$ cat config.mk
export PLATFORM = sky130hd
export DESIGN_NAME = spk_back
export DESIGN_NICKNAME = d
export VERILOG_FILES = /design/src/rtl/core/spk_pkg.sv /design/src/rtl/core/spk_back.sv
export SDC_FILE = /design/constraint.sdc
export NUM_CORES = 1
export LEC_CHECK = 0
export BUFFER_PORTS_ARGS = -buffer_cell sky130_fd_sc_hd__buf_4
export CAP_MARGIN = 20
export CORE_ASPECT_RATIO = 1.1
export CORE_MARGIN = 5
export CORE_UTILIZATION = 25
export DETAILED_ROUTE_END_ITERATION = 8
export PLACE_DENSITY = 0.49
export SKIP_CTS_REPAIR_TIMING = 1
export SYNTH_ARGS = -nofsm -noshare
export SYNTH_HDL_FRONTEND = slang
export SYNTH_SLANG_ARGS = --single-unit
$ cat constraint.sdc
create_clock -name clk -period 7 [get_ports clk]
set_input_delay 1.05 -clock clk [delete_from_list [all_inputs] [get_ports clk]]
set_output_delay 1.05 -clock clk [all_outputs]
set_load 0.05 [all_outputs]
$ cat src/rtl/core/spk_pkg.sv
// ----------------------------------------------------------------------------
// spk_pkg
// Types, register codes and the long-division step shared by the spark
// color envelope pipeline.
// ----------------------------------------------------------------------------
package spk_pkg;

	localparam int NumChan       = 3;
	localparam int ChanW         = 8;
	localparam int PhaseW        = 16;
	localparam int WordW         = 2 * PhaseW;
	localparam int DivSteps      = PhaseW;
	localparam int StepsPerStage = 2;
	localparam int DivStages     = DivSteps / StepsPerStage;

	localparam logic [PhaseW-1:0] FadeLimitReset = 16'h8000;
	localparam logic [ChanW-1:0]  BaseReset      = 8'hFF;

	// channel order in every per-channel array
	localparam int ChRed   = 0;
	localparam int ChGreen = 1;
	localparam int ChBlue  = 2;

	typedef enum logic [1:0] {
		REG_FADE_LIMIT = 2'd0,
		REG_BASE_RED   = 2'd1,
		REG_BASE_GREEN = 2'd2,
		REG_BASE_BLUE  = 2'd3
	} reg_index_t;

	typedef logic [WordW-1:0] div_word_t;

	typedef struct packed {
		logic [PhaseW-1:0]                 fade_limit;
		logic [NumChan-1:0][ChanW-1:0]     base;
	} cfg_t;

	// upper half of word: partial remainder; lower half: numerator bits
	// still to bring down, with quotient bits shifting in from the right
	typedef struct packed {
		logic [PhaseW-1:0]                 divisor;
		div_word_t [NumChan-1:0]           word;
		logic [NumChan-1:0][PhaseW-1:0]    offset;
	} div_data_t;

	function automatic div_word_t div_step(div_word_t w, logic [PhaseW-1:0] d);
		logic [PhaseW:0] r;
		logic [PhaseW:0] diff;
		div_word_t       res;
		r    = {w[WordW-1:PhaseW], w[PhaseW-1]};
		diff = r - {1'b0, d};
		if (r >= {1'b0, d}) begin
			res = {diff[PhaseW-1:0], w[PhaseW-2:0], 1'b1};
		end else begin
			res = {r[PhaseW-1:0], w[PhaseW-2:0], 1'b0};
		end
		return res;
	endfunction

endpackage

$ cat src/rtl/core/spk_back.sv
// ----------------------------------------------------------------------------
// spk_back
// Adds the segment offset to each quotient, squares the channel and keeps
// the top byte as the drive value.
// ----------------------------------------------------------------------------
module spk_back (
	input  logic                                         clk,
	input  logic                                         arst_n,
	input  logic                                         en,
	input  logic                                         in_valid,
	input  spk_pkg::div_data_t                           in_data,
	output logic                                         valid_s12,
	output logic [spk_pkg::NumChan-1:0][spk_pkg::ChanW-1:0] out_s12
);
	import spk_pkg::*;

	logic                           valid_s11;
	logic [NumChan-1:0][PhaseW-1:0] v;
	logic [NumChan-1:0][PhaseW-1:0] v_s11;
	div_word_t [NumChan-1:0]        sq;

	always_comb begin
		for (int ch = 0; ch < NumChan; ch++) begin
			v[ch]  = in_data.word[ch][PhaseW-1:0] + in_data.offset[ch];
			sq[ch] = v_s11[ch] * v_s11[ch];
		end
	end

	always_ff @(posedge clk or negedge arst_n) begin
		if (!arst_n) begin
			valid_s11 <= 1'b0;
			valid_s12 <= 1'b0;
		end else if (en) begin
			valid_s11 <= in_valid;
			valid_s12 <= valid_s11;
		end
	end

	always_ff @(posedge clk) begin
		if (en) begin
			v_s11 <= v;
			for (int ch = 0; ch < NumChan; ch++) begin
				out_s12[ch] <= sq[ch][WordW-1:WordW-ChanW];
			end
		end
	end

	for (genvar ch = 0; ch < NumChan; ch++) begin : g_chk
		a_level_bound: assert property (@(posedge clk) disable iff (!arst_n)
			valid_s11 |-> v_s11[ch] <= 16'hFE01)
			else $error("channel level above full white");
		a_drive_bound: assert property (@(posedge clk) disable iff (!arst_n)
			valid_s12 |-> out_s12[ch] <= 8'hFC)
			else $error("drive value above square of full white");
	end

endmodule

Word level (Yosys, flattened, before mapping). Cells that the tools add are included.

Flip-flop bits (word level): 74. Word-level logic and storage cells: 14.

Multipliers: 3. Add/sub/neg operators: 3.

Operators with widths (number): $mul 16x16->32 (3); $add 16x16->16 (3).

Depth between registers and ports, before layout.
Depth in word-level cells: 1. Mapped depth: 24. Mapped depth without buffers: 23.

Worst setup path before layout. OpenSTA, ideal clock, no wires.

Path kind: register to register. Start: register v_s11[1] in the netlist's numbering. End: register out_s12[7] in the netlist's numbering, data pin. Period minus slack after synthesis: 6.056 ns. Cell stages (with the launch flop): 22. Setup slack: 0.944 ns. Arrival time: 5.801 ns. Data required time: 6.745 ns. Path buffers: 2. Cell sequence: edfxtp_1 clkbuf_1 clkbuf_1 nand2_1 fa_1 fa_1 inv_1 fa_1 fa_1 fa_1 inv_1 fa_1 inv_1 ha_1 a21o_1 a21o_1 a21o_1 a31oi_1 o31a_1 o21ai_2 or4_1 and3_1.

RTL lines: from (decl) (line spk_back.sv:19) `logic [NumChan-1:0][PhaseW-1:0] v_s11;`; from (signal assigned) (line spk_back.sv:41) `v_s11 <= v;`; to (signal, indexed assignment) (line spk_back.sv:43) `out_s12[ch] <= sq[ch][WordW-1:WordW-ChanW];`; to (decl) (line spk_back.sv:13) `output logic [spk_pkg::NumChan-1:0][spk_pkg::ChanW-1:0] out_s12`.

==> reports/results.ini <==
[floorplanning]
die_w_um=307
start_util_pct=25.2
io_pins=189
core_area_um2=96000
die_h_um=337
rows=119
dieArea_um2=103000

[timing]
slew_headroom_pct=53.7
final.setup.worst_slack_ps=437
maxSlewViolCount=0
fin_crit_sh_pct=93.8
tns_ps=0
skew_ps=7.13
whs_ps=435
tightest_slew_ps=695
hold_viol=0
rsz0062_at_grt=false
max_freq_mhz=152
setup_viol=0
period_needed_ps=6560

[run]
drv_cap=0

[critical_path]
worstSetupEndpointType=register
crit_type=reg2reg
cp.arrival_ps=6690
required_ps=7130
startpoint_type=register
critPathMaxFanout=10

[placed_design]
port_buffers=124
placed_area_um2=27000
preCtsSetupSlack_ps=319
hpwl_um=49700
gp_congestion=0.787

[global_routing]
antenna_found_initial=1
grt_pass1_vias=18700
grt_pass1_wl_um=96100
grt_max_degree=45
grt_use_total_pct=11.6
grt_overflow=0

[routing]
drt_iter0_drc=527
routed_wl_um=56400
final_antenna_net_count=0
vias=16600
route.detailed.drc=0
drt_first_pass_iters=5
vias_per_cell=4.16
routedWlPerCell_um=14.1

[clock_network]
htree_levels=3
clkLatencyLatePin_ps=380
cts.sink_count=74
numCtsBuffers=9
clk_pin_slew_worst_paths_ps=60
cts.path.max_buffers=2
cts-root-buf=clkbuf_16
cts_tree=done

[final_layout]
fin_area_um2=27300
area_delta_synth_final_pct=12.6
nNetsFinal=3716
antenna_cells=0
fillerInstances=10300
drive_above_1_share_pct=8.57

[synthesis]
yosysTopAreaCellShare_pct=40.2
syn_area_per_cell_um2=9.36
synth_cells=2588
synth-edff-count=72
synth-main-ff-cell=edfxtp_1
synth_area_um2=24200
syn_nets=3578
post_synth_num_cell_types=55
yosys_warnings=0
ys_ff_latch=74
synthArstFlopShare_pct=2.70
yosysSeqAreaShare_pct=9.13
yosys-top-cells-area=fa_1 40%, ha_1 18%, inv_1 12%, edfxtp_1 8.9%, nand2_1 3.7%
yosys.area.top_type=fa_1

[worst_hold_path]
min_path_type=in2async

[outcome]
status=complete, no violations

logic make-up after synthesis:
family / count (synthesis) / share of synthesized area [%]
compound gates: 223 / 5.95
xor+xnor: 92 / 3.33
fa+ha+maj: 826 / 57.7
buf+inv: 811 / 12.6
flops: 74 / 9.13
mux: 5 / 0.232
simple gates: 557 / 11.1
cell usage in the layout, fill, tap and decap left out, types with 3 or more instances in the layout:
| master | count |
|---|---|
| and3_1 | 14 |
| o211ai_1 | 6 |
| nand3_1 | 16 |
| xor2_1 | 26 |
| and2_2 | 6 |
| o21bai_1 | 5 |
| or2_2 | 9 |
| nor2_1 | 69 |
| xnor2_1 | 66 |
| a2111oi_0 | 3 |
| a31oi_1 | 12 |
| nand2_1 | 241 |
| o221ai_1 | 3 |
| nand2b_1 | 10 |
| nor3_1 | 21 |
| nor2b_1 | 22 |
| a211oi_1 | 10 |
| or3_1 | 4 |
| buf_4 | 183 |
| and2_1 | 125 |
| a21o_1 | 37 |
| a21oi_1 | 63 |
| inv_1 | 754 |
| ha_1 | 340 |
| mux2_2 | 5 |
| o21ai_0 | 45 |
| a31o_2 | 8 |
| nand4_1 | 9 |
| a21boi_0 | 4 |
| clkbuf_16 | 9 |
| and4_1 | 5 |
| clkinv_2 | 3 |
| o21a_1 | 4 |
| edfxtp_1 | 72 |
| fa_1 | 486 |
synthesized netlist by cell type, drive strengths merged, types with 9 or more instances:
cell,number
inv,754
fa,486
ha,340
nand2,241
and2,131
edfxtp,72
nor2,69
xnor2,66
a21oi,65
clkbuf,57
o21ai,47
a21o,37
xor2,26
nor2b,22
nor3,21
nand3,16
and3,14
a31oi,12
a211oi,10
nand2b,10
nand4,9
or2,9
worst paths after layout:
check | startpoint | to | slack [ps] | cells past startpoint
worst max-delay path | v_s11[28] | out_s12[12] | 440 | 22
worst min-delay path | arst_n | valid_s12 | 430 | 1
worst max register to register | v_s11[28] | out_s12[12] | 440 | 22
worst min register to register | valid_s11 | valid_s11 | 510 | 1
max in group asynchronous | arst_n | valid_s11 | 6480 | 1
min in group clk | valid_s11 | valid_s11 | 510 | 1
registers in the layout, indices dropped and copies added (netlist names):
register / flops
valid_s11: 1
valid_s12: 1
v_s11: 48
out_s12: 24
layer usage:
| layer | part of all wire (%) | global-route usage, % |
|---|---|---|
| met5 | 0 | 0 |
| met4 | 0.83 | 1.80 |
| met3 | 2.7 | 1.38 |
| met2 | 51 | 21.2 |
| met1 | 45 | 15.1 |
per-stage QoR:
step / cells / utilization (%)
2_1_floorplan: 2588 / -
3_3_place_gp: 3985 / 28.1
3_5_place_dp: 3985 / 28.1
4_1_cts: 4001 / 28.4
5_1_grt: 4001 / 28.4
6_report: 4001 / 28.4
worst max-delay path: stages, from the launching register on:
cell and delay [ps]:
edfxtp_1 670, inv_1 280, nor2_1 270, ha_1 290, xor2_1 190, fa_1 560
inv_1 60, fa_1 490, fa_1 460, fa_1 510, inv_1 50, fa_1 470
inv_1 50, ha_1 290, nand4_1 150, nor4_2 430, buf_4 190, nor3_1 40
o21ai_0 130, o211ai_1 220, o21bai_1 240, a21oi_1 120, xnor2_1 150
area by class of cell:
| type | instances | area [um2] | share of cell area, % |
|---|---|---|---|
| multi-input cells | 1703 | 19000 | 69.6 |
| well taps | 1270 | 1590 | 5.83 |
| flip-flops and latches | 74 | 2210 | 8.11 |
| clock inverters | 7 | 45.0 | 0.165 |
| repair buffers | 184 | 1390 | 5.11 |
| inverters | 754 | 2830 | 10.4 |
| clock buffers | 9 | 225 | 0.826 |
Power is left out: the tool's default activity adds up to more than one toggle a clock period on the data nets, which glitch-free logic cannot reach.
