==> src/rtl/core/spk_pkg.sv <==
// ----------------------------------------------------------------------------
// spk_pkg
// Types, register codes and the long-division step shared by the spark
// color envelope pipeline.
// ----------------------------------------------------------------------------
package spk_pkg;

	localparam int NumChan       = 3;
	localparam int ChanW         = 8;
	localparam int PhaseW        = 16;
	localparam int WordW         = 2 * PhaseW;
	localparam int DivSteps      = PhaseW;
	localparam int StepsPerStage = 2;
	localparam int DivStages     = DivSteps / StepsPerStage;

	localparam logic [PhaseW-1:0] FadeLimitReset = 16'h8000;
	localparam logic [ChanW-1:0]  BaseReset      = 8'hFF;

	// channel order in every per-channel array
	localparam int ChRed   = 0;
	localparam int ChGreen = 1;
	localparam int ChBlue  = 2;

	typedef enum logic [1:0] {
		REG_FADE_LIMIT = 2'd0,
		REG_BASE_RED   = 2'd1,
		REG_BASE_GREEN = 2'd2,
		REG_BASE_BLUE  = 2'd3
	} reg_index_t;

	typedef logic [WordW-1:0] div_word_t;

	typedef struct packed {
		logic [PhaseW-1:0]                 fade_limit;
		logic [NumChan-1:0][ChanW-1:0]     base;
	} cfg_t;

	// upper half of word: partial remainder; lower half: numerator bits
	// still to bring down, with quotient bits shifting in from the right
	typedef struct packed {
		logic [PhaseW-1:0]                 divisor;
		div_word_t [NumChan-1:0]           word;
		logic [NumChan-1:0][PhaseW-1:0]    offset;
	} div_data_t;

	function automatic div_word_t div_step(div_word_t w, logic [PhaseW-1:0] d);
		logic [PhaseW:0] r;
		logic [PhaseW:0] diff;
		div_word_t       res;
		r    = {w[WordW-1:PhaseW], w[PhaseW-1]};
		diff = r - {1'b0, d};
		if (r >= {1'b0, d}) begin
			res = {diff[PhaseW-1:0], w[PhaseW-2:0], 1'b1};
		end else begin
			res = {r[PhaseW-1:0], w[PhaseW-2:0], 1'b0};
		end
		return res;
	endfunction

endpackage

==> src/rtl/core/spk_front.sv <==
// ----------------------------------------------------------------------------
// spk_front
// Folds the phase into a triangle, picks the fade-in or blend-to-white
// segment and forms the dividend of each channel.
// ----------------------------------------------------------------------------
module spk_front (
	input  logic               clk,
	input  logic               arst_n,
	input  logic               en,
	input  logic               in_valid,
	input  logic [15:0]        phase,
	input  spk_pkg::cfg_t      cfg,
	output logic               valid_s2,
	output spk_pkg::div_data_t data_s2
);
	import spk_pkg::*;

	logic [PhaseW-1:0]              folded;
	logic                           blend;
	logic [PhaseW-1:0]              diff;
	logic [PhaseW-1:0]              divisor;
	logic [NumChan-1:0][PhaseW-1:0] scale;
	logic [NumChan-1:0][PhaseW-1:0] offset;

	logic                           valid_s1;
	logic [PhaseW-1:0]              diff_s1;
	logic [PhaseW-1:0]              divisor_s1;
	logic [NumChan-1:0][PhaseW-1:0] scale_s1;
	logic [NumChan-1:0][PhaseW-1:0] offset_s1;

	div_word_t [NumChan-1:0]        prod;

	always_comb begin
		logic [ChanW-1:0] factor;
		logic [ChanW-1:0] c;
		// upper half mirrors down: (0xFFFF - p) * 2
		folded  = phase[PhaseW-1] ? {~phase[PhaseW-2:0], 1'b0} : {phase[PhaseW-2:0], 1'b0};
		blend   = (folded >= cfg.fade_limit);
		diff    = blend ? (folded - cfg.fade_limit) : folded;
		divisor = blend ? ~cfg.fade_limit : cfg.fade_limit;
		for (int ch = 0; ch < NumChan; ch++) begin
			c          = cfg.base[ch];
			factor     = blend ? ~c : c;
			scale[ch]  = {factor, 8'h00} - {8'h00, factor};
			offset[ch] = blend ? ({c, 8'h00} - {8'h00, c}) : '0;
		end
	end

	always_comb begin
		for (int ch = 0; ch < NumChan; ch++) begin
			prod[ch] = diff_s1 * scale_s1[ch];
		end
	end

	always_ff @(posedge clk or negedge arst_n) begin
		if (!arst_n) begin
			valid_s1 <= 1'b0;
			valid_s2 <= 1'b0;
		end else if (en) begin
			valid_s1 <= in_valid;
			valid_s2 <= valid_s1;
		end
	end

	always_ff @(posedge clk) begin
		if (en) begin
			diff_s1         <= diff;
			divisor_s1      <= divisor;
			scale_s1        <= scale;
			offset_s1       <= offset;
			data_s2.divisor <= divisor_s1;
			data_s2.word    <= prod;
			data_s2.offset  <= offset_s1;
		end
	end

	// both segments keep their divisor nonzero
	a_divisor_nonzero: assert property (@(posedge clk) disable iff (!arst_n)
		valid_s2 |-> data_s2.divisor != '0)
		else $error("divider entered with zero divisor");

	a_dividend_bound: assert property (@(posedge clk) disable iff (!arst_n)
		valid_s2 |-> data_s2.word[ChRed][WordW-1:PhaseW] < data_s2.divisor)
		else $error("quotient would overflow sixteen bits");

endmodule

==> config.mk <==
export PLATFORM = sky130hd
export DESIGN_NAME = spk_front
export DESIGN_NICKNAME = d
export VERILOG_FILES = /design/src/rtl/core/spk_pkg.sv /design/src/rtl/core/spk_front.sv
export SDC_FILE = /design/constraint.sdc
export NUM_CORES = 2
export LEC_CHECK = 0
export BUFFER_PORTS_ARGS = -buffer_cell sky130_fd_sc_hd__buf_2
export CAP_MARGIN = 25
export CORE_ASPECT_RATIO = 2
export CORE_MARGIN = 1
export CORE_UTILIZATION = 35
export CTS_CLUSTER_SIZE = 16
export DETAILED_ROUTE_END_ITERATION = 10
export PLACE_DENSITY = 0.53
export SLEW_MARGIN = 30
export SYNTH_ARGS = -nofsm -noshare
export SYNTH_HDL_FRONTEND = slang
export SYNTH_SLANG_ARGS = --single-unit
==> constraint.sdc <==
create_clock -name clk -period 7.7 [get_ports clk]
set_clock_uncertainty 0.15 [all_clocks]
set_input_delay 0 -clock clk [delete_from_list [all_inputs] [get_ports clk]]
set_output_delay 0 -clock clk [all_outputs]
set_load 0.05 [all_outputs]
### After elaboration in Yosys (flattened, before gate mapping)

Index checks and enable logic that the tools add are counted.

| word-level totals | value |
|---|---|
| register bits | 290 |
| logic and storage cells | 39 |
| input bits | 60 |
| output and inout port bits | 161 |

| cells by class | value |
|---|---|
| bitwise operators | 5 |
| muxes and demuxes | 6 |
| $mul | 3 |
| add/subtract/negate cells | 7 |
| $lt $le $gt $ge | 1 |

Operator list:

| kind | count |
|---|---|
| $mul A16 B16 Y32 | 3 |
| $sub A16 B8 Y16 | 6 |
| $mux W16 | 3 |
| $mux W8 | 3 |
| $not A8 Y8 | 3 |
| $ge A16 B16 Y1 | 1 |
| $not A16 Y16 | 1 |
| $sub A16 B16 Y16 | 1 |
| $not A15 Y15 | 1 |

### Logic depth before layout (Yosys ltp)

| depth | value |
|---|---|
| depth after elaboration | 5 |
| mapped depth | 25 |
| gate-level depth less buffers | 23 |

### Least setup slack after synthesis

OpenSTA, ideal clock, no wires.

| path | value |
|---|---|
| path kind | register to register |
| start point | register diff_s1[11] |
| end point | register data_s2[79] in the netlist's numbering, data pin |
| stages on the path, launching flop included | 22 |
| period minus slack after synthesis | 6.408 ns |
| buffers on the path | 2 |
| data arrival time | 5.999 ns |
| library setup time | 0.259 ns |
| setup slack | 1.292 ns |
| required time | 7.291 ns |
| path through | edfxtp_1 clkbuf_1 clkbuf_1 nand2_1 fa_1 fa_1 fa_1 inv_1 fa_1 fa_1 inv_1 fa_1 inv_1 ha_1 and3_1 a221o_1 a221oi_2 o31ai_1 and3_1 or3_1 a21oi_1 xnor2_1 |

RTL lines:

| element | RTL line | text |
|---|---|---|
| start, declared | spk_front.sv:26 | `logic [PhaseW-1:0] diff_s1;` |
| start signal, assigned | spk_front.sv:67 | `diff_s1 <= diff;` |
| end, declared | spk_front.sv:14 | `output spk_pkg::div_data_t data_s2` |

==> impl_metrics.json <==
{
  "synth.avg_cell_area_um2": 10.0,
  "required_ns": 7.87,
  "postCtsHoldBufs": 88,
  "drive_gt1_frac": 0.0946,
  "die_h_um": 462,
  "hold_viol": 0,
  "tightest_slew_ns": 0.995,
  "post-route-min-period_ns": 7.15,
  "clock_latency_ns": 0.59,
  "critPathKind": "reg -> reg",
  "overflow": 0,
  "path_max_fanout": 19,
  "post_cts_buffers": 0,
  "fmax_mhz": 140,
  "end_kind": "register",
  "grt_usage": 0.187,
  "grt_pass1_wl_um": 156000,
  "dr.pass1.iters": 5,
  "synth_top_area_frac": 0.315,
  "cts.sinks": 290,
  "num_vias": 26300,
  "synth_fp_nets": 4681,
  "h-tree-depth": 2,
  "place_congestion": 0.847,
  "synth_edf_count": 288,
  "syn2layout_area_growth_pct": 12.7,
  "fin_setup_tns_ns": 0,
  "dieArea_um2": 107000,
  "max_cap_violations": 0,
  "critPathArrivalTime_ns": 7.32,
  "rsz0062_at_grt": "false",
  "yosysWarnings": 0,
  "syn-cell-area_um2": 37100,
  "grt_pass1_vias": 29000,
  "synthFlopType": "edfxtp_1",
  "drt_wl_total_um": 97800,
  "fin_nets": 4915,
  "path_clk_slew_ns": 0.07,
  "io_buffers": 220,
  "cts_buffers": 35,
  "most-common-layout-cells": "inv_1 (700), fa_1 (583), nand2_1 (507)",
  "synth_seq_cells": 290,
  "synthArstFlopShare": 0.00690,
  "post-route-period-util": 0.928,
  "die_w_um": 232,
  "vias_per_cell": 4.94,
  "yosys.cell_types.count": 82,
  "wl_per_cell_um": 18.4,
  "root_buffer": "clkbuf_16",
  "std_cell_rows": 168,
  "grt_max_degree": 137,
  "synth_area_leaders": "fa_1 (31%), edfxtp_1 (23%), ha_1 (11%)",
  "cts_tree": "yes",
  "status": "finished clean",
  "start_util": 0.354,
  "setup_viol": 0,
  "post-route-drc-count": 0,
  "yosysTopAreaCell": "fa_1",
  "postCtsResizedCells": 0,
  "drt_iter0_drc": 1135,
  "io_pins": 221,
  "hold_path_class": "in -> reg",
  "start_kind": "register",
  "slew_violations": 0,
  "slew_headroom": 0.337,
  "final_common_cell": "inv_1",
  "antenna_found_initial": 2,
  "yosysSeqAreaShare": 0.235,
  "dpl.hpwl_um": 75500,
  "core_area_um2": 105000,
  "cts_buffer_depth": 3,
  "drtAntennaViolNets": 0,
  "syn_inst": 3707
}
-- cells in the mapped netlist (10+ instances only) --
cell and number:
a211oi_1 10, a21o_1 41, a21oi_1 119, a31oi_1 12, and2_1 352, and3_1 19
buf_2 10, clkbuf_1 151, edfxtp_1 288, fa_1 583, ha_1 331, inv_1 700
nand2_1 507, nand2b_1 20, nand3_1 23, nand4_1 14, nor2_1 108, nor2b_1 11
nor3_1 22, nor3b_1 11, o21a_1 16, o21ai_0 45, o21bai_1 15, o22ai_1 10
o31ai_1 10, xnor2_1 94, xor2_1 55
-- final timing paths --
| path | from | endpoint | slack, ns | cells past startpoint |
|---|---|---|---|---|
| max in group asynchronous | arst_n | valid_s1 | 7.15 | 3 |
| hold / removal | phase[15] | diff_s1[15] | 0.03 | 4 |
| setup reg to reg | diff_s1[2] | data_s2[110] | 0.55 | 19 |
| setup / recovery | diff_s1[2] | data_s2[110] | 0.55 | 19 |
| min in group asynchronous | arst_n | valid_s1 | 0.13 | 3 |
| hold reg to reg | offset_s1[40] | data_s2[40] | 0.27 | 0 |
-- metal layers --
| layer | up-vias | global-route usage | part of all wire |
|---|---|---|---|
| li1 | 12000 | - | - |
| met2 | 581 | 0.358 | 0.55 |
| met3 | 172 | 0.0224 | 0.039 |
| met1 | 13500 | 0.203 | 0.37 |
| met5 | - | 0 | 0 |
| met4 | 0 | 0.0771 | 0.041 |
-- final cells by class --
class / count / area (µm²)
inverter: 700 / 2630
clock buffer: 40 / 895
sequential: 290 / 8700
timing repair buffer: 371 / 2590
multi-input combinational: 2543 / 25100
fill: 10300 / 63100
antenna: 1 / 2.50
tap: 1360 / 1700
clock inverter: 22 / 211
-- sequential cells by signal (all words and copies together) (netlist names) --
register	count
scale_s1	48
divisor_s1	16
diff_s1	16
valid_s1	1
valid_s2	1
offset_s1	48
data_s2	160
-- through the flow --
stage                      util  instances  setup WS, ns  hold WS (ns)  cell area (µm²)
after floorplan               -       3707          1.29        -0.446            37100
after global placement    0.379       5176         0.658        -0.362            39800
after detailed placement  0.379       5176         0.585        -0.360            39800
after CTS                 0.398       5326         0.561       0.00398            41800
after global routing      0.398       5327         0.133        0.0663            41800
final                     0.398       5327         0.553        0.0288            41800
-- cell families (layout without fill, tap and decap cells) --
family                   after synthesis  count (layout)  share of synthesized area
AO/OA/AOI/OAI                        354             354                     0.0644
XOR/XNOR                             149             149                     0.0352
buffers and inverters                874            1133                     0.0903
adder cells (fa/ha/maj)              916             916                      0.427
other                                  0               1                          0
AND/OR/NAND/NOR                     1120            1120                      0.147
multiplexers                           4               4                    0.00118
flip-flops                           290             290                      0.235
-- critical path, stage by stage (launching register included) --
cell,delay [ns]
edfxtp_1,1.00
buf_4,0.34
and2_1,0.17
fa_1,0.43
ha_1,0.19
inv_1,0.11
fa_1,0.46
fa_1,0.55
inv_1,0.05
fa_1,0.49
fa_1,0.41
ha_1,0.38
and4_1,0.24
a31o_2,0.25
nor4_2,0.48
o31ai_1,0.19
a31oi_2,0.31
o31ai_2,0.15
a311oi_1,0.35
xnor2_1,0.13
Power is not shown: default switching activity piles up to over one toggle a cycle in this logic, so the estimate is an artifact.
