===== config.mk =====
export PLATFORM = sky130hd
export DESIGN_NAME = spk_div_stage
export DESIGN_NICKNAME = d
export VERILOG_FILES = /design/src/rtl/core/spk_pkg.sv /design/src/rtl/core/spk_div_stage.sv
export SDC_FILE = /design/constraint.sdc
export NUM_CORES = 1
export LEC_CHECK = 0
export BUFFER_PORTS_ARGS = -buffer_cell sky130_fd_sc_hd__buf_2
export CAP_MARGIN = 20
export CORE_ASPECT_RATIO = 0.5
export CORE_MARGIN = 10
export CORE_UTILIZATION = 53
export DETAILED_ROUTE_END_ITERATION = 10
export PLACE_DENSITY = 0.89
export SYNTH_ARGS = -nofsm -noshare
export SYNTH_HDL_FRONTEND = slang
export SYNTH_SLANG_ARGS = --single-unit

===== constraint.sdc =====
create_clock -name clk -period 0.9 [get_ports clk]
set_input_delay 0.045 -clock clk [delete_from_list [all_inputs] [get_ports clk]]
set_output_delay 0.045 -clock clk [all_outputs]
set_load 0.05 [all_outputs]

===== src/rtl/core/spk_pkg.sv =====
// ----------------------------------------------------------------------------
// spk_pkg
// Types, register codes and the long-division step shared by the spark
// color envelope pipeline.
// ----------------------------------------------------------------------------
package spk_pkg;

	localparam int NumChan       = 3;
	localparam int ChanW         = 8;
	localparam int PhaseW        = 16;
	localparam int WordW         = 2 * PhaseW;
	localparam int DivSteps      = PhaseW;
	localparam int StepsPerStage = 2;
	localparam int DivStages     = DivSteps / StepsPerStage;

	localparam logic [PhaseW-1:0] FadeLimitReset = 16'h8000;
	localparam logic [ChanW-1:0]  BaseReset      = 8'hFF;

	// channel order in every per-channel array
	localparam int ChRed   = 0;
	localparam int ChGreen = 1;
	localparam int ChBlue  = 2;

	typedef enum logic [1:0] {
		REG_FADE_LIMIT = 2'd0,
		REG_BASE_RED   = 2'd1,
		REG_BASE_GREEN = 2'd2,
		REG_BASE_BLUE  = 2'd3
	} reg_index_t;

	typedef logic [WordW-1:0] div_word_t;

	typedef struct packed {
		logic [PhaseW-1:0]                 fade_limit;
		logic [NumChan-1:0][ChanW-1:0]     base;
	} cfg_t;

	// upper half of word: partial remainder; lower half: numerator bits
	// still to bring down, with quotient bits shifting in from the right
	typedef struct packed {
		logic [PhaseW-1:0]                 divisor;
		div_word_t [NumChan-1:0]           word;
		logic [NumChan-1:0][PhaseW-1:0]    offset;
	} div_data_t;

	function automatic div_word_t div_step(div_word_t w, logic [PhaseW-1:0] d);
		logic [PhaseW:0] r;
		logic [PhaseW:0] diff;
		div_word_t       res;
		r    = {w[WordW-1:PhaseW], w[PhaseW-1]};
		diff = r - {1'b0, d};
		if (r >= {1'b0, d}) begin
			res = {diff[PhaseW-1:0], w[PhaseW-2:0], 1'b1};
		end else begin
			res = {r[PhaseW-1:0], w[PhaseW-2:0], 1'b0};
		end
		return res;
	endfunction

endpackage


===== src/rtl/core/spk_div_stage.sv =====
// ----------------------------------------------------------------------------
// spk_div_stage
// One stage of the pipelined restoring divider: retires two quotient bits
// for every channel against the shared divisor.
// ----------------------------------------------------------------------------
module spk_div_stage (
	input  logic               clk,
	input  logic               arst_n,
	input  logic               en,
	input  logic               in_valid,
	input  spk_pkg::div_data_t in_data,
	output logic               valid_sd,
	output spk_pkg::div_data_t data_sd
);
	import spk_pkg::*;

	div_data_t nxt;

	always_comb begin
		nxt = in_data;
		for (int ch = 0; ch < NumChan; ch++) begin
			for (int s = 0; s < StepsPerStage; s++) begin
				nxt.word[ch] = div_step(nxt.word[ch], in_data.divisor);
			end
		end
	end

	always_ff @(posedge clk or negedge arst_n) begin
		if (!arst_n) begin
			valid_sd <= 1'b0;
		end else if (en) begin
			valid_sd <= in_valid;
		end
	end

	always_ff @(posedge clk) begin
		if (en) begin
			data_sd <= nxt;
		end
	end

	for (genvar ch = 0; ch < NumChan; ch++) begin : g_chk
		a_rem_below_divisor: assert property (@(posedge clk) disable iff (!arst_n)
			valid_sd |-> data_sd.word[ch][WordW-1:PhaseW] < data_sd.divisor)
			else $error("partial remainder not below divisor");
	end

endmodule


==> metrics.yaml, run 1 <==
htreeDepth: 4
row_count: 36
synthSimpleGateAreaFrac_pct: 9.68
synthAdderAreaFrac_pct: 12.4
flow.stopped_at: "clock tree synthesis"
synth_nets: 1177
seq_area_frac_synth_pct: 45.4
root_buffer: "clkbuf_16"
cts.sinks: 161
cts_resized: 480
die_h_um: 120
synth_top_family_by_area: "compound AO/OA/AOI/OAI gates"
netlist_top_cells_area: "edfxtp_1, ha_1, xnor2_1, mux2_2, a21oi_1"
hold_buffers: 108
synthesis.area_um2: 10600
clockBufferDepth: 2
synth_compound_gate_area_share_pct: 15.2
syn-mean-instance-area_um2: 11.7
syn_inst: 911
hpwl_um: 35600
synthMuxAreaShare_pct: 8.26
yosys_warnings: 0
synth_area_leader_cell: "edfxtp_1"
yosys_register_bits: 161
status: "aborted with a tool error"
cts_buffers: 17
gp_congestion: 1.00
die_x_um: 220
synthArstFlopShare_pct: 0.621
portBuffers: 324
synth_edf_count: 160
post-synth-top-area-fraction_pct: 45.2
ys_types: 82
pre_cts_slack_ns: -3.93
io_pins: 325
post_cts_buffers: 70
synth-xor-area-share_pct: 5.77
ys.flop_type: "edfxtp_1"
start_util_pct: 54.2
stop_error: "[ERROR DPL-0033] detailed placement checks failed during check placement."
place_area_um2: 15500
## metrics by stage
step | hold slack [ns] | utilization [%] | std cells
floorplan | -0.251 | - | 911
global placement | -0.179 | 78.9 | 1833
detailed placement | -0.177 | 78.9 | 1833
## cells in the mapped netlist (all sizes together) (3+ instances only)
cell type and number:
o211ai 7, o2111ai 3, or3 5, o31ai 8
a211oi 10, xnor2 52, ha 96, a31oi 5
inv 56, nand2 51, nand4 12, nand2b 15
nor4 3, o31a 4, a221oi 3, nor2 65
a21oi 67, a311oi 4, mux2i 9, a21o 22
nand3 16, nor3 19, xor2 18, o21ai 48
fa 6, buf 9, nor2b 6, a31o 4
edfxtp 160, o41ai 4, and2 7, o21a 13
clkbuf 3, mux2 63, o21bai 9
## cell families after synthesis
group                    Yosys count
AND/OR/NAND/NOR                  210
AO/OA/AOI/OAI                    227
buffers and inverters             69
XOR/XNOR                          70
multiplexers                      72
flip-flops                       161
adder cells (fa/ha/maj)          102
==> inputs of run 2 (changes only) <==
--- a/config.mk
+++ b/config.mk
@@ -7,11 +7,10 @@
 export LEC_CHECK = 0
 export BUFFER_PORTS_ARGS = -buffer_cell sky130_fd_sc_hd__buf_2
 export CAP_MARGIN = 20
-export CORE_ASPECT_RATIO = 0.5
 export CORE_MARGIN = 10
-export CORE_UTILIZATION = 53
+export CORE_UTILIZATION = 40
 export DETAILED_ROUTE_END_ITERATION = 10
-export PLACE_DENSITY = 0.89
+export PLACE_DENSITY_LB_ADDON = 0.15
 export SYNTH_ARGS = -nofsm -noshare
 export SYNTH_HDL_FRONTEND = slang
 export SYNTH_SLANG_ARGS = --single-unit
==> run 2 against run 1 <==
Effect of this change:
- the flow now finishes, with violations (negative setup slack)
- synthesized area unchanged
- synthesized cell count unchanged
==> metrics.yaml, run 2 <==
ys.flop_type: "edfxtp_1"
io_pins: 325
whs_path_depth: 3
holdPathEnd: "data_sd[128]$_DFFE_PP_"
ys_types: 82
r2r-end: "valid_sd$_DFFE_PN0P_"
row_count: 59
clockBufferDepth: 2
clk_latency_ns: 0.44
p_per_area_nw_per_um2: 2010
reg2reg_slack_ns: 0
yosysMostFrequentCell: "edfxtp_1"
setup_viol: 216
root_buffer: "clkbuf_16"
cts.sinks: 161
route.detailed.wl_per_inst_um: 21.5
rsz0062_at_grt: "true"
syn-mean-instance-area_um2: 11.7
regArea_um2: 4830
r2r_cells: 2
drtAntennaViolNets: 0
final.fill_count: 1580
status: "finished, violations left"
netlist_top_cells_area: "edfxtp_1, ha_1, xnor2_1, mux2_2, a21oi_1"
clk_pin_slew_ns: 0.07
critPathSlowestCell: "a2111oi_4"
crit_required_ns: 1.14
final_cell_mix: "buf_4, buf_6, edfxtp_1, buf_2, dlygate4sd3_1"
synth_nets: 1177
fmax_mhz: 243
path_class: "in2reg"
synthArstFlopShare_pct: 0.621
drc: 0
synth_edf_count: 160
clock_skew_ns: 0
yosys_warnings: 0
final_area_um2: 20400
viasPerCell: 5.13
cts_tree: "yes"
end_kind: "flip-flop"
period_minus_slack_ns: 4.12
synth_area_leader_cell: "edfxtp_1"
antenna_found_initial: 6
hp-class: "in2reg"
grt_max_degree: 24
drt_iter0_markers: 712
gp_congestion: 0.911
cpMostUsedCell: "buf_4"
top_regs: "data_sd: 160 flops, valid_sd: 1 flops"
areaGrowthSynthToFinish_pct: 92.1
p_seq_share_pct: 25.5
die_h_um: 183
start_util_pct: 40.7
finalPower_mw: 41.0
finalSetupTns_ns: -183.57
fin_ws_ns: -3.22
grt_pass1_vias: 11963
p_int_mw: 24.8
pwr-share-comb_pct: 55.7
tightest_slew_ns: 0.963
multiInputGateArea_um2: 6720
syn_inst: 911
cp_max_fo: 6
wl_um: 46400
hold_viol: 0
clkPwrFrac_pct: 18.8
largest_register_ffs: 160
cts_buffers: 17
core_area_um2: 26100
slew_headroom_pct: 35.4
seq_area_frac_synth_pct: 45.4
die_x_um: 183
arrival_ns: 4.36
final_common_cell: "buf_4"
maxSlewViolCount: 0
hpwl_um: 32100
synthesis.area_um2: 10600
start_kind: "input port"
irDropWorstVdd_mv: 1.28
hp-start: "in_data[126]"
grt.overflow.total: 0
portBuffers: 324
largest_register: "data_sd"
drv_cap: 0
yosys_register_bits: 161
track_usage_pct: 26.6
vias: 11076
violations: "negative setup slack"
drive_above_1_share_pct: 57.4
worst_path_largest_cell_delay_ns: 0.40
total_leakage_power_nw: 9.09
firstDrtPassIters: 6
p_sw_mw: 16.2
post-synth-top-area-fraction_pct: 45.2
p_sw_share_pct: 39.4
dieArea_um2: 33500
num-nets-final: 2071
grt_pass1_wl_um: 68900
synthTopCellsByCount: "edfxtp_1, ha_1, a21oi_1"
place_area_um2: 15700
period_share_pct: 458
r2r-start: "valid_sd$_DFFE_PN0P_"
htreeDepth: 4
==> run 2: metal layers <==
metal  GRT usage, %  vias up  share of wire, %
met4           11.2        0               3.6
met5              0        -                 0
met3           6.70       93               7.1
met1           30.0     5276                39
li1               -     5260                 -
met2           47.0      447                50
==> run 2: cells by family after synthesis <==
kind of cell             share of synthesized area [%]
multiplexers                                      8.26
XOR/XNOR                                          5.77
flip-flops                                        45.4
adder cells (fa/ha/maj)                           12.4
AO/OA/AOI/OAI                                     15.2
buffers and inverters                             3.19
AND/OR/NAND/NOR                                   9.68
==> run 2: worst max-delay path, delay by kind of cell <==
| kind | cells | cell delay [ns] |
|---|---|---|
| adder cells (fa/ha/maj) | 2 | 0.56 |
| AND/OR/NAND/NOR | 8 | 1.26 |
| AO/OA/AOI/OAI | 5 | 1.09 |
| buffers and inverters | 9 | 1.09 |
| multiplexers | 1 | 0.33 |
==> run 2: worst max-delay path by stage <==
stage | endpoint | cells past startpoint | from
after floorplan | data_sd[136]$_DFFE_PP_ | 21 | in_data[145]
after global placement | data_sd[78]$_DFFE_PP_ | 20 | in_data[151]
after CTS | data_sd[135]$_DFFE_PP_ | 23 | in_data[145]
final | data_sd[143]$_DFFE_PP_ | 25 | in_data[145]
after detailed placement | data_sd[142]$_DFFE_PP_ | 20 | in_data[151]
after global routing | data_sd[130]$_DFFE_PP_ | 23 | in_data[145]
==> run 2: area by class of cell <==
class	count	share of cell area [%]
sequential	161	23.7
clock inverter	15	0.876
timing repair inverter	1	0.0306
timing repair buffer	885	37.0
multi-input combinational	682	32.9
inverter	57	1.31
clock buffer	17	2.08
tap	335	2.05
antenna	6	0.0735
==> run 2: repair_timing <==
| action | 4_1_cts | 5_1_grt |
|---|---|---|
| setup endpoints to repair | 215 | 215 |
| hold buffers | 111 | 0 |
| endpoints found under the hold margin | 114 | 0 |
| pin swaps | 50 | 26 |
| buffers inserted | 77 | 18 |
| resized for setup | 489 | 58 |
| cloned | 4 | 1 |
==> run 2: power groups by stage <==
stage	sequential [mW]	clock (mW)	combinational, mW
after CTS	10.4	7.77	21.8
after detailed placement	10.3	0	17.9
after global placement	10.2	0	17.6
after floorplan	14.3	0	7.34
after global routing	10.6	8.13	24.1
final	10.5	7.70	22.9
==> run 2: stage by stage <==
stage          hold WS, ns  setup WS (ns)  utilization (%)  cells
6_report           0.00995          -3.22             78.1   2159
5_1_grt             0.0425          -3.34             78.1   2157
4_1_cts            0.00626          -3.09             76.6   2140
3_5_place_dp        -0.179          -3.79             60.1   1918
3_3_place_gp        -0.179          -3.75             60.1   1918
2_1_floorplan       -0.251          -3.53                -    911
Note: power is estimated with default switching activity, not from simulation.
==> inputs of run 3 (changes only) <==
--- a/config.mk
+++ b/config.mk
@@ -10,6 +10,7 @@
 export CORE_MARGIN = 10
 export CORE_UTILIZATION = 40
 export DETAILED_ROUTE_END_ITERATION = 10
+export HOLD_SLACK_MARGIN = 0.15
 export PLACE_DENSITY_LB_ADDON = 0.15
 export SYNTH_ARGS = -nofsm -noshare
 export SYNTH_HDL_FRONTEND = slang
==> run 3 against run 2 <==
Effect of this change:
- the run still ends with negative setup slack left
- non-clock buffer count grew 6
- via count up 1.3%
- sequential share of layout area decreased by 0.075 points
- final cell count grew 0.28%
- clock power hardly changed
- flip-flop and latch count unchanged
- clock-buffer cell count unchanged
- wire length rose by 1.5%
- hold slack gained 0.11 ns
- first-iteration DRC count up 2.8%
- final area increased by 0.32%
- setup slack lost 0.0099 ns
- critical endpoint is now data_sd[130]$_DFFE_PP_
==> metrics.yaml, run 3 (synthesis gave the netlist of run 2 again) <==
period_share_pct: 459
regArea_um2: 4830
place_area_um2: 15700
setup_viol: 246
pwr-share-comb_pct: 55.8
io_pins: 325
final_area_um2: 20500
cts_buffers: 17
tightest_slew_ns: 0.943
holdPathEnd: "data_sd[10]$_DFFE_PP_"
viasPerCell: 5.18
whs_path_depth: 3
hpwl_um: 32100
start_kind: "input port"
p_seq_share_pct: 25.4
portBuffers: 324
largest_register_ffs: 160
final.fill_count: 1574
status: "finished, violations left"
slew_headroom_pct: 36.8
wl_um: 47200
num-nets-final: 2077
period_minus_slack_ns: 4.13
hold_viol: 0
final_common_cell: "buf_4"
clk_latency_ns: 0.44
rsz0062_at_grt: "true"
r2r_cells: 2
p_sw_mw: 16.2
irDropWorstVdd_mv: 1.36
gp_congestion: 0.911
maxSlewViolCount: 0
hp-start: "en"
cts_tree: "yes"
largest_register: "data_sd"
multiInputGateArea_um2: 6720
clock_skew_ns: 0
drtAntennaViolNets: 0
clockBufferDepth: 2
p_per_area_nw_per_um2: 2010
r2r-start: "valid_sd$_DFFE_PN0P_"
track_usage_pct: 26.8
p_int_mw: 24.9
cts.sinks: 161
start_util_pct: 40.7
row_count: 59
cp_max_fo: 8
route.detailed.wl_per_inst_um: 21.8
end_kind: "flip-flop"
grt_pass1_wl_um: 69200
clk_pin_slew_ns: 0.08
dp_cells: 1918
hp-class: "in2reg"
dieArea_um2: 33500
hold_ws_ns: 0.125
htreeDepth: 4
reg2reg_slack_ns: 0
path_class: "in2reg"
top_regs: "data_sd: 160 flops, valid_sd: 1 flops"
final_cell_mix: "buf_4, buf_6, edfxtp_1, buf_2, dlygate4sd3_1"
p_sw_share_pct: 39.5
r2r-end: "valid_sd$_DFFE_PN0P_"
core_area_um2: 26100
arrival_ns: 4.32
die_h_um: 183
grt_pass1_vias: 11964
antenna_found_initial: 6
firstDrtPassIters: 5
drive_above_1_share_pct: 57.2
clkPwrFrac_pct: 18.7
drt_iter0_markers: 732
drv_cap: 0
grt.overflow.total: 0
fin_ws_ns: -3.23
root_buffer: "clkbuf_16"
areaGrowthSynthToFinish_pct: 92.7
fmax_mhz: 242
crit_required_ns: 1.09
total_leakage_power_nw: 9.13
die_x_um: 183
fin_cells: 2165
vias: 11219
violations: "negative setup slack"
grt_max_degree: 24
drc: 0
==> run 3: cell types whose count changed in the layout (fill, tap and decap cells not counted), sizes merged <==
cell,change
dlygate4sd3,+4
dlymetal6s2s,+1
dlymetal6s4s,+1
==> run 3: how the worst max path moves through the flow <==
stage                      start                endpoint  slack, ns
finish              in_data[145]  data_sd[130]$_DFFE_PP_      -3.23
global placement    in_data[151]   data_sd[78]$_DFFE_PP_      -3.75
detailed placement  in_data[151]  data_sd[142]$_DFFE_PP_      -3.79
CTS                 in_data[145]  data_sd[135]$_DFFE_PP_      -3.09
floorplan           in_data[145]  data_sd[136]$_DFFE_PP_      -3.53
global route        in_data[145]  data_sd[130]$_DFFE_PP_      -3.34
==> run 3: critical path, stage by stage <==
cell,delay (ns)
buf_8,0.08
clkinvlp_4,0.14
buf_6,0.16
ha_4,0.27
nand2b_4,0.06
a21oi_2,0.15
o21ai_2,0.10
a2111oi_4,0.40
o31ai_4,0.13
and2_4,0.21
buf_4,0.15
o21ai_0,0.37
ha_1,0.33
buf_4,0.16
o2111ai_1,0.15
nand3_1,0.22
nand3_2,0.17
a31oi_4,0.12
a311oi_4,0.23
buf_4,0.17
o21ai_4,0.14
mux2_4,0.38
==> run 3: per-layer routing <==
metal	wire, µm	part of all wire [%]	up-vias	track usage (%)
li1	-	-	5264	-
met1	18300	39	5400	30.4
met2	23500	50	461	47.0
met3	3490	7.4	94	6.68
met4	1840	3.9	0	11.4
met5	0	0	-	0
==> run 3: metrics by stage <==
stage          setup TNS (ns)  setup WS, ns  util (%)  power, mW
2_1_floorplan         -173.25         -3.53         -       21.7
3_3_place_gp          -189.37         -3.75      60.1       27.9
3_5_place_dp          -193.04         -3.79      60.1       28.1
4_1_cts               -187.46         -3.09      76.8       40.0
5_1_grt               -209.26         -3.34      78.4       42.9
6_report              -196.66         -3.23      78.4       41.1
==> run 3: timing repair <==
item,CTS,global route
resized for setup,489,61
endpoints found under the setup margin,215,240
endpoints found under the hold margin,176,58
pin swaps,50,26
hold buffers,115,3
cloned,4,1
buffers inserted,77,18
==> run 3: power by group through the flow <==
stage | Combinational (mW) | Sequential [mW] | Clock, mW
floorplan | 7.34 | 14.3 | 0
global placement | 17.6 | 10.2 | 0
detailed placement | 17.9 | 10.3 | 0
CTS | 21.8 | 10.4 | 7.77
global route | 24.2 | 10.6 | 8.12
finish | 22.9 | 10.5 | 7.70
==> run 3: final cells by class <==
| class | count | area share (%) |
|---|---|---|
| Antenna cell | 6 | 0.0733 |
| Timing Repair inverter | 1 | 0.0305 |
| Multi-Input combinational cell | 682 | 32.8 |
| Timing Repair Buffer | 891 | 37.2 |
| Inverter | 57 | 1.31 |
| Sequential cell | 161 | 23.6 |
| Clock buffer | 17 | 2.08 |
| Tap cell | 335 | 2.05 |
| Clock inverter | 15 | 0.873 |
==> inputs of run 4 (changes only) <==
--- a/config.mk
+++ b/config.mk
@@ -11,7 +11,8 @@
 export CORE_UTILIZATION = 40
 export DETAILED_ROUTE_END_ITERATION = 10
 export HOLD_SLACK_MARGIN = 0.15
-export PLACE_DENSITY_LB_ADDON = 0.15
+export PLACE_DENSITY = 0.77
+export SETUP_SLACK_MARGIN = 0.05
 export SYNTH_ARGS = -nofsm -noshare
 export SYNTH_HDL_FRONTEND = slang
 export SYNTH_SLANG_ARGS = --single-unit
==> run 4 against run 3 <==
Effect of this change:
- the run ends with negative hold slack, negative setup slack left
- clock skew unchanged
- first-iteration DRC count grew 54%
- core utilization decreased by 3.7 points
- combinational power fell by 3%
- hold slack got worse by 0.14 ns
- sequential share of layout area increased by 1.2 points
- largest power group unchanged
==> metrics.yaml, run 4 (synthesis gave the netlist of run 2 again) <==
status: "finished, violations left"
violations: "negative hold slack, negative setup slack"
fin_cells: 2113
hpwl_um: 32900
drv_cap: 0
cts.sinks: 161
clock_skew_ns: 0
largest_register: "data_sd"
end_kind: "flip-flop"
period_minus_slack_ns: 4.17
grt_max_degree: 39
num-nets-final: 2021
finalPower_mw: 40.5
slew_headroom_pct: 67.4
fmax_mhz: 240
hold_viol: 1
viasPerCell: 5.50
worst_path_largest_cell_delay_ns: 0.32
wl_met1_um: 18500
period_share_pct: 463
dp_cells: 1899
crit_required_ns: 1.09
row_count: 59
grt_pass1_vias: 11464
start_kind: "input port"
clk_latency_ns: 0.44
route.detailed.wl_per_inst_um: 24.0
dieArea_um2: 33500
cts_buffers: 17
final_area_um2: 19500
top_layer_used: "met4"
largest_register_ffs: 160
fin_ws_ns: -3.27
p_per_area_nw_per_um2: 2070
tightest_slew_ns: 0.484
dr_wl_met3_um: 4080
irDropWorstVdd_mv: 1.25
clk_pin_slew_ns: 0.08
arrival_ns: 4.36
hp-class: "in2reg"
drtAntennaViolNets: 0
grt_pass1_wl_um: 66400
cts_tree: "yes"
areaGrowthSynthToFinish_pct: 83.6
cp_max_fo: 7
die_h_um: 183
final_common_cell: "buf_4"
critPathSlowestCell: "mux2_4"
whs_path_depth: 2
clockBufferDepth: 2
vias: 11613
portBuffers: 324
firstDrtPassIters: 5
total_leakage_power_nw: 8.76
finalSetupTns_ns: -190.95
path_cells: "buf_2 > inv_1 > buf_4 > ha_1 > buf_4 > o21ai_0 > nand2b_1 > o211ai_1 > a21o_1 > and2_4 > clkinv_4 > mux2_4 > ha_4 > a211oi_4 > o211ai_1 > a31o_2 > a221oi_4 > a21oi_2 > and3b_2 > buf_12 > buf_12 > mux2_4"
antenna_found_initial: 9
hold_ws_ns: -0.0110
drt_iter0_markers: 1130
core_area_um2: 26100
drc: 0
place_area_um2: 15500
final_cell_mix: "buf_4, buf_6, edfxtp_1, buf_2, dlygate4sd3_1"
setup_viol: 215
start_util_pct: 40.7
pre_cts_slack_ns: -3.78
root_buffer: "clkbuf_16"
grt.overflow.total: 0
dr_wl_met2_um: 25500
gp_congestion: 0.976
drive_above_1_share_pct: 53.9
maxSlewViolCount: 0
io_pins: 325
track_usage_pct: 25.6
utilization_pct: 74.7
die_x_um: 183
top_regs: "data_sd: 160 flops, valid_sd: 1 flops"
r2r_cells: 1
htreeDepth: 4
hold_buffers: 111
rsz0062_at_grt: "true"
path_class: "in2reg"
wl_um: 50700
-- run 4: cell count changes in the layout (fill, tap and decap cells not counted), sizes merged, moves of 4 or more --
cell and delta:
clkinvlp -5, diode +4, dlygate4sd3 -4, buf -48
inv +5
-- run 4: final timing paths --
path | startpoint | to | slack [ns]
max reg2reg | valid_sd$_DFFE_PN0P_ | valid_sd$_DFFE_PN0P_ | 0.10
min | en | valid_sd$_DFFE_PN0P_ | -0.01
min in group asynchronous | arst_n | valid_sd$_DFFE_PN0P_ | 0.56
max | in_data[149] | data_sd[103]$_DFFE_PP_ | -3.27
max in group asynchronous | arst_n | valid_sd$_DFFE_PN0P_ | 0.21
min reg2reg | valid_sd$_DFFE_PN0P_ | valid_sd$_DFFE_PN0P_ | 0.56
-- run 4: report_power, final --
group / internal, mW / total, mW / switching, mW
Combinational: 10.7 / 22.3 / 11.6
Sequential: 9.84 / 10.5 / 0.691
Clock: 3.73 / 7.62 / 3.89
Total: 24.3 / 40.5 / 16.2
-- run 4: layout make-up --
type,instances,area [µm²]
clock buffers,17,425
well taps,335,419
inverters,57,253
fillers,1567,6620
diodes,10,25.0
clock inverters,15,155
multi-input cells,682,6370
flip-flops and latches,161,4830
repair buffers,836,7040
-- run 4: metal layers --
| metal | vias up | track usage (%) |
|---|---|---|
| li1 | 5151 | - |
| met1 | 5610 | 28.1 |
| met2 | 688 | 47.0 |
| met3 | 164 | 5.95 |
| met4 | 0 | 9.70 |
| met5 | - | 0 |
-- run 4: timing repair --
action                                 4_1_cts  5_1_grt
pin swaps                                   34       57
setup endpoints to repair                  215      215
cloned                                       1        1
endpoints found under the hold margin      268      155
setup buffers                               33       27
gates resized for setup                    157      450
-- run 4: worst max-delay path, delay by kind of cell --
kind / cells / cell delay, ns
AOI/OAI and AO/OA: 8 / 1.53
adders and majority gates: 2 / 0.51
and+or+nand+nor: 3 / 0.60
muxes: 2 / 0.63
buffers and inverters: 7 / 1.05
